[config.mk]
export PLATFORM = sky130hd
export DESIGN_NAME = terminal_key_escape_decoder_top
export DESIGN_NICKNAME = d
export VERILOG_FILES = /design/src/ked_pkg.sv /design/src/ked_parser.sv /design/src/ked_out_reg.sv /design/src/terminal_key_escape_decoder_top.sv
export SDC_FILE = /design/constraint.sdc
export NUM_CORES = 1
export LEC_CHECK = 0
export BUFFER_PORTS_ARGS = -buffer_cell sky130_fd_sc_hd__buf_2
export CAP_MARGIN = 10
export CORE_UTILIZATION = 53
export DETAILED_ROUTE_END_ITERATION = 16
export GPL_TIMING_DRIVEN = 0
export PLACE_DENSITY = 0.79
export SYNTH_ARGS = -nofsm -noshare
export SYNTH_HDL_FRONTEND = slang
export SYNTH_SLANG_ARGS = --single-unit
[constraint.sdc]
create_clock -name clk -period 3.4 [get_ports clk]
set_input_delay 0 -clock clk [delete_from_list [all_inputs] [get_ports clk]]
set_output_delay 0 -clock clk [all_outputs]
set_load 0.02 [all_outputs]
[src/ked_pkg.sv]
`default_nettype none

package ked_pkg;

	// one input transaction: received byte or millisecond tick
	typedef struct packed {
		logic       command;
		logic [7:0] byte_value;
	} ked_in_t;

	// one decoded key event
	typedef struct packed {
		logic [3:0] key;
		logic [3:0] digit;
	} ked_out_t;

	localparam logic CMD_BYTE = 1'b0;
	localparam logic CMD_TICK = 1'b1;

	localparam logic [3:0] KC_UP      = 4'd0;
	localparam logic [3:0] KC_DOWN    = 4'd1;
	localparam logic [3:0] KC_LEFT    = 4'd2;
	localparam logic [3:0] KC_RIGHT   = 4'd3;
	localparam logic [3:0] KC_ENTER   = 4'd4;
	localparam logic [3:0] KC_ESCAPE  = 4'd5;
	localparam logic [3:0] KC_REFRESH = 4'd6;
	localparam logic [3:0] KC_MUTE    = 4'd7;
	localparam logic [3:0] KC_FREQ    = 4'd8;
	localparam logic [3:0] KC_OPTIONS = 4'd9;
	localparam logic [3:0] KC_STEREO  = 4'd10;
	localparam logic [3:0] KC_DIGIT   = 4'd11;

	localparam logic [1:0] PH_IDLE = 2'd0;
	localparam logic [1:0] PH_ESC  = 2'd1;
	localparam logic [1:0] PH_CSI  = 2'd2;

	localparam logic [7:0] CH_ESC     = 8'h1B;
	localparam logic [7:0] CH_CR      = 8'h0D;
	localparam logic [7:0] CH_BRACKET = 8'h5B;
	localparam logic [7:0] CH_SS3     = 8'h4F;
	localparam logic [7:0] CH_UC_A    = 8'h41;
	localparam logic [7:0] CH_UC_B    = 8'h42;
	localparam logic [7:0] CH_UC_C    = 8'h43;
	localparam logic [7:0] CH_UC_D    = 8'h44;
	localparam logic [7:0] CH_UC_Z    = 8'h5A;
	localparam logic [7:0] CH_LC_H    = 8'h68;
	localparam logic [7:0] CH_LC_J    = 8'h6A;
	localparam logic [7:0] CH_LC_K    = 8'h6B;
	localparam logic [7:0] CH_LC_L    = 8'h6C;
	localparam logic [7:0] CH_LC_M    = 8'h6D;
	localparam logic [7:0] CH_LC_O    = 8'h6F;
	localparam logic [7:0] CH_LC_P    = 8'h70;
	localparam logic [7:0] CH_LC_R    = 8'h72;
	localparam logic [7:0] CH_LC_S    = 8'h73;
	localparam logic [7:0] CH_PLUS    = 8'h2B;
	localparam logic [7:0] CH_MINUS   = 8'h2D;
	localparam logic [7:0] CH_ZERO    = 8'h30;
	localparam logic [7:0] CH_NINE    = 8'h39;
	localparam logic [7:0] CASE_BIT   = 8'h20;

	localparam logic [15:0] TIMEOUT_RESET = 16'd60;

endpackage

`default_nettype wire

[src/ked_parser.sv]
`default_nettype none

module ked_parser import ked_pkg::*; #(
	parameter int TICK_COUNT_BITS = 16
) (
	input  wire logic        clk,
	input  wire logic        arst_n,
	input  wire logic        step,
	input  wire ked_in_t     item,
	input  wire logic [15:0] timeout,
	output logic             hit,
	output ked_out_t         result
);

	localparam int CW = (TICK_COUNT_BITS > 16) ? TICK_COUNT_BITS : 16;

	logic [1:0]                 phase_q;
	logic [1:0]                 phase_d;
	logic [TICK_COUNT_BITS-1:0] ticks_q;
	logic [TICK_COUNT_BITS-1:0] ticks_inc;
	logic [TICK_COUNT_BITS-1:0] ticks_d;
	logic [15:0]                limit;
	logic [7:0]                 c;
	logic [7:0]                 lc;
	logic                       idle_hit;
	logic [3:0]                 idle_key;
	logic [3:0]                 idle_digit;

	assign c  = item.byte_value;
	assign lc = (c >= CH_UC_A && c <= CH_UC_Z) ? (c | CASE_BIT) : c;

	// single-byte key map in idle phase
	always_comb begin
		idle_hit   = 1'b1;
		idle_key   = KC_UP;
		idle_digit = 4'd0;
		case (lc)
			CH_CR:    idle_key = KC_ENTER;
			CH_LC_K:  idle_key = KC_UP;
			CH_LC_J:  idle_key = KC_DOWN;
			CH_LC_H:  idle_key = KC_LEFT;
			CH_MINUS: idle_key = KC_LEFT;
			CH_LC_L:  idle_key = KC_RIGHT;
			CH_PLUS:  idle_key = KC_RIGHT;
			CH_LC_R:  idle_key = KC_REFRESH;
			CH_LC_M:  idle_key = KC_MUTE;
			CH_LC_P:  idle_key = KC_FREQ;
			CH_LC_O:  idle_key = KC_OPTIONS;
			CH_LC_S:  idle_key = KC_STEREO;
			default: begin
				if (c >= CH_ZERO && c <= CH_NINE) begin
					idle_key   = KC_DIGIT;
					idle_digit = c[3:0];
				end else begin
					idle_hit = 1'b0;
				end
			end
		endcase
	end

	assign limit     = (timeout == 16'd0) ? 16'd1 : timeout;
	assign ticks_inc = (&ticks_q) ? ticks_q : ticks_q + 1'b1;

	always_comb begin
		phase_d      = phase_q;
		ticks_d      = ticks_q;
		hit          = 1'b0;
		result.key   = KC_ESCAPE;
		result.digit = 4'd0;
		if (item.command == CMD_TICK) begin
			ticks_d = ticks_inc;
			if (phase_q == PH_ESC && CW'(ticks_inc) >= CW'(limit)) begin
				phase_d = PH_IDLE;
				hit     = 1'b1;
			end
		end else begin
			ticks_d = '0;
			case (phase_q)
				PH_IDLE: begin
					if (c == CH_ESC) begin
						phase_d = PH_ESC;
					end else begin
						hit          = idle_hit;
						result.key   = idle_key;
						result.digit = idle_digit;
					end
				end
				PH_ESC: begin
					if (c == CH_BRACKET || c == CH_SS3) begin
						phase_d = PH_CSI;
					end else begin
						phase_d = PH_IDLE;
						hit     = 1'b1;
					end
				end
				default: begin
					// arrow final byte; unreachable code 3 acts the same
					phase_d = PH_IDLE;
					hit     = 1'b1;
					case (c)
						CH_UC_A: result.key = KC_UP;
						CH_UC_B: result.key = KC_DOWN;
						CH_UC_C: result.key = KC_RIGHT;
						CH_UC_D: result.key = KC_LEFT;
						default: hit = 1'b0;
					endcase
				end
			endcase
		end
	end

	always_ff @(posedge clk or negedge arst_n) begin
		if (!arst_n) begin
			phase_q <= PH_IDLE;
			ticks_q <= '0;
		end else if (step) begin
			phase_q <= phase_d;
			ticks_q <= ticks_d;
		end
	end

`ifndef SYNTHESIS
	a_byte_clears_ticks: assert property (@(posedge clk) disable iff (!arst_n)
		step && item.command == CMD_BYTE |=> ticks_q == '0)
		else $error("tick count not cleared by byte");

	a_csi_returns_idle: assert property (@(posedge clk) disable iff (!arst_n)
		step && phase_q == PH_CSI |=> phase_q == PH_IDLE)
		else $error("parser stuck after arrow prefix");

	a_tick_no_key_outside_esc: assert property (@(posedge clk) disable iff (!arst_n)
		step && item.command == CMD_TICK && phase_q != PH_ESC |-> !hit)
		else $error("tick produced key outside escape phase");
`endif

endmodule

`default_nettype wire

[src/ked_out_reg.sv]
`default_nettype none

module ked_out_reg import ked_pkg::*; (
	input  wire logic     clk,
	input  wire logic     arst_n,
	input  wire logic     load,
	input  wire logic     hit,
	input  wire ked_out_t result,
	input  wire logic     stall,
	output logic          valid,
	output ked_out_t      data
);

	logic     valid_q;
	ked_out_t data_q;

	always_ff @(posedge clk or negedge arst_n) begin
		if (!arst_n) begin
			valid_q <= 1'b0;
		end else if (load) begin
			valid_q <= hit;
		end else if (!stall) begin
			valid_q <= 1'b0;
		end
	end

	always_ff @(posedge clk) begin
		if (load && hit) begin
			data_q <= result;
		end
	end

	assign valid = valid_q;
	assign data  = data_q;

endmodule

`default_nettype wire

[src/terminal_key_escape_decoder_top.sv]
// Terminal key decoder: turns received terminal bytes and millisecond ticks
// into key events (arrows, enter, escape, letter keys, digits).
// Request channel: req_valid / req_stall / req. Each transaction carries a
//   command bit (byte or tick) and the byte value. Taken when req_valid is
//   high and req_stall is low.
// Event channel: evt_valid / evt_stall / evt with key code and digit value.
//   Bytes or ticks that decode to nothing produce no event.
// Config channel: cfg_valid / cfg_ready / cfg_data writes the escape timeout
//   in ticks; cfg_ready is always high. Write only while the block is idle.
// Throughput: one transaction per cycle while evt_stall does not hold a pending
//   event, set by the single decode stage between the request register and the event register.
// Path: a taken request goes into the request register, is decoded, and its
//   event is loaded into the event register, which drives evt_valid.
// When evt_stall holds a pending event, the request register fills and
//   req_stall rises in the same cycle; nothing is dropped.
// Reset (arst_n low, asynchronous): parser idle, tick count zero, timeout
//   back to 60 ticks, both pipeline registers empty.
`default_nettype none

module terminal_key_escape_decoder_top import ked_pkg::*; #(
	parameter int TICK_COUNT_BITS = 16
) (
	input  wire logic        clk,
	input  wire logic        arst_n,
	input  wire logic        req_valid,
	output logic             req_stall,
	input  wire ked_in_t     req,
	output logic             evt_valid,
	input  wire logic        evt_stall,
	output ked_out_t         evt,
	input  wire logic        cfg_valid,
	output logic             cfg_ready,
	input  wire logic [15:0] cfg_data
);

	logic        req_valid_s1;
	ked_in_t     req_s1;
	logic        advance;
	logic        accept;
	logic        hit;
	ked_out_t    result;
	logic [15:0] timeout_q;

	// config register
	assign cfg_ready = 1'b1;

	always_ff @(posedge clk or negedge arst_n) begin
		if (!arst_n) begin
			timeout_q <= TIMEOUT_RESET;
		end else if (cfg_valid && cfg_ready) begin
			timeout_q <= cfg_data;
		end
	end

	// stage 1 moves on whenever the event register is free or draining
	assign advance   = req_valid_s1 && (!evt_valid || !evt_stall);
	assign req_stall = req_valid_s1 && !advance;
	assign accept    = req_valid && !req_stall;

	always_ff @(posedge clk or negedge arst_n) begin
		if (!arst_n) begin
			req_valid_s1 <= 1'b0;
		end else if (accept) begin
			req_valid_s1 <= 1'b1;
		end else if (advance) begin
			req_valid_s1 <= 1'b0;
		end
	end

	always_ff @(posedge clk) begin
		if (accept) begin
			req_s1 <= req;
		end
	end

	ked_parser #(
		.TICK_COUNT_BITS(TICK_COUNT_BITS)
	) u_parser (
		.clk     (clk),
		.arst_n  (arst_n),
		.step    (advance),
		.item    (req_s1),
		.timeout (timeout_q),
		.hit     (hit),
		.result  (result)
	);

	ked_out_reg u_out_reg (
		.clk    (clk),
		.arst_n (arst_n),
		.load   (advance),
		.hit    (hit),
		.result (result),
		.stall  (evt_stall),
		.valid  (evt_valid),
		.data   (evt)
	);

endmodule

`default_nettype wire

==> impl_metrics.csv <==
group,metric,value,unit
placement,placed_cells,452,
yosys,synth_area,0.00326,sq mm
floorplanning,die_h,80.4,um
floorplanning,io_pins,41,
critical_path,cp_data_required_time,3.42,ns
sta,setup_tns,0,ns
critical_path,critical-path-top-delay-family,"simple AND/OR/NAND/NOR gates",
min_path,whs_path_depth,4,
yosys,synth_area_leaders,"dfrtp_1 (25%), edfxtp_1 (16%), ha_1 (6.5%)",
global_routing,grt_max_degree,37,
floorplanning,coreArea,0.00592,sq mm
detailed_routing,drt_iter0_markers,176,
critical_path,timing.rr.end,"u_out_reg.data[7]",
yosys,yosysTopAreaCell,"dfrtp_1",
yosys,yosysUniqueCellTypes,69,
global_routing,grt_pass1_vias,2700,
detailed_routing,wl_per_cell,15.6,um
flow_run,maxCapViolCount,0,
yosys,syn-instance-count,338,
status,status,"finished clean",
sta,rsz0062_at_grt,"yes",
sta,max-slew-margin-rel,43.1,%
critical_path,worstPathCellList,"ha_4, nand2_4, or3_4, nor3_4, nand3b_1, o21a_1, ha_1, and4_1, o211ai_1, nor4_2, a211oi_2, a311oi_4, buf_6",
detailed_routing,via_count,2884,
cts,cts_tree,"yes",
critical_path,path_max_fanout,8,
min_path,holdPathEnd,"timeout_q[2]",
cells_and_area,layout.nets,473,
critical_path,critPathCaptureType,"register",
cts,clk_pin_slew,0.10,ns
detailed_routing,drt-total-wl,7820,um
detailed_routing,remaining_drc_errors,0,
critical_path,slowest_delay,0.43,ns
cells_and_area,drive_gt1_share,23.7,%
critical_path,reg2reg_from,"u_parser.ticks_q[1]",
sta,maxSlewViolCount,0,
sta,worst_slew_pin_slew,0.853,ns
yosys,synthTopCellsByCount,"nand2_1 (39), dfrtp_1 (32), o21ai_0 (24)",
placement,portBuffers,39,
sta,setup_viol,0,
cts,clock_sinks,53,
power,power_density,388,mW/mm^2
floorplanning,die_w,80.4,um
yosys,synthArstFlopShare,67.9,%
floorplanning,dieArea,0.00646,sq mm
critical_path,crit_path_top_delay_cell,"dfrtp_1",
global_routing,grt_first_pass_wirelength,12300,um
cts,cts_max_level,2,
critical_path,startpoint_type,"register",
floorplanning,rows,28,
yosys,synth_area_per_cell,9.64,sq um
global_routing,antenna_found_initial,0,
cts,cts_made_buffers,5,
sta,hold_viol,0,
yosys,yosys_most_used_dff,"dfrtp_1",
placement,place_congestion,0.888,
yosys,synth.most_common_cell,"nand2_1",
yosys,yosys_warnings,0,
placement,dp.final_hpwl,5200,um
yosys,synth-seq-cells,53,
detailed_routing,firstDrtPassIters,4,
min_path,min_path_type,"in -> reg",
sta,post-route-period-util,99.8,%
power,power,1.62,mW
cells_and_area,area_growth,28.2,%
sta,timing.final.ws_setup,0.00796,ns
global_routing,grt_usage,24.7,%
critical_path,reg2regPathDepth,13,
sta,finalClockSkew,0.0120,ns
critical_path,worstSetupPathType,"reg -> reg",
critical_path,path_buf_inv,1,
detailed_routing,via_per_inst,5.75,
detailed_routing,final_antenna_net_count,0,
yosys,synth-edff-count,17,
yosys,yosysTopAreaCellShare,24.6,%
yosys,yosysSeqAreaShare,43.5,%
critical_path,worstPathArrival,3.41,ns
floorplanning,start_util,55.0,%
cts,clk_path_buf_depth,2,
yosys,syn-num-nets,385,
power,total_leakage_power,1.86,nW
sta,max_freq,295,MHz
placement,place_ws,-0.524,ns
cts,root_buffer,"clkbuf_8",
global_routing,overflow,0,
cells_and_area,n_antenna_cell,0,
critical_path,reg2reg_setup_slack,0.008,ns
cts,clk_latency,0.30,ns
sta,period_minus_slack,3.39,ns
power,ir_drop,0.217,mV
min_path,hold_start,"cfg_valid",
sta,fin_hold_ws,0.222,ns
cells_and_area,fin_cells,502,
==> how the worst max path moves through the flow <==
stage / startpoint / end / slack (ns) / cells after the start
5_1_grt: u_parser.ticks_q[1] / u_out_reg.data[3] / -0.13 / 13
3_5_place_dp: u_parser.ticks_q[0] / u_out_reg.data[0] / -0.52 / 12
2_1_floorplan: u_parser.ticks_q[0] / u_out_reg.data[0] / 0.06 / 12
6_report: u_parser.ticks_q[1] / u_out_reg.data[7] / 0.008 / 13
3_3_place_gp: u_parser.ticks_q[0] / u_out_reg.data[0] / -0.34 / 12
4_1_cts: u_parser.ticks_q[1] / u_out_reg.data[1] / 0.004 / 13
==> final cells by class <==
cell class	count	area, sq um
plain buffers	13	68.8
clock buffers	7	86.3
clock inverters	1	30.0
fillers	430	1750
inverters	20	75.1
multi-input cells	252	1810
flip-flops and latches	53	1420
well taps	75	93.8
repair buffers	81	587
==> placed cells by master, fill, tap and decap left out, drive strengths merged, types with 15 or more instances in the layout <==
cell type    instances
a21oi               15
buf                 60
dfrtp               32
dlygate4sd3         29
edfxtp              17
ha                  17
inv                 20
nand2               41
nor2                19
o21ai               31
==> tightest hold or removal path: cells and delay by family <==
family	cells	cell delay [ns]
AND/OR/NAND/NOR	1	0.11
buffers and inverters	2	0.34
AO/OA/AOI/OAI	1	0.07
==> logic make-up after synthesis <==
kind of cell	synth area share (%)
AOI/OAI and AO/OA	19.5
and+or+nand+nor	21.1
adders and majority gates	6.53
xor gates and xnor gates	4.03
muxes	0.999
buffers and inverters	4.26
other	0.115
DFF	43.5
==> flip-flops by register name, indices dropped and copies added (netlist names) <==
signal and count:
timeout_q 16, u_parser.ticks_q 16, req_s1 9, u_out_reg.data 8, u_parser.phase_q 2, req_valid_s1 1, u_out_reg.valid 1
==> power by group <==
group | internal, mW | switching (mW) | total [mW]
clock network | 0.240 | 0.199 | 0.440
logic | 0.179 | 0.228 | 0.407
registers | 0.720 | 0.0523 | 0.773
==> metrics by stage <==
step	instance area [sq um]	utilization (%)
final	4180	70.5
after global routing	4180	70.5
after CTS	4070	68.7
after detailed placement	3550	59.9
after global placement	3550	59.9
after floorplan	3260	-
==> layer usage <==
layer  up-vias  track usage (%)  share of wire (%)
met5         -                0                  0
li1       1414                -                  -
met3        11             3.86                4.0
met2        82             40.8                 49
met1      1377             33.3                 46
met4         0             7.32                1.3
==> repair_timing <==
action / in CTS / in global routing
resized for setup: 12 / 14
pin swaps: 4 / 13
setup endpoints to repair: 9 / 10
buffers inserted: 8 / 5
endpoints found under the hold margin: 59 / 0
hold buffers: 29 / 0
(Power assumes the default switching activity.)
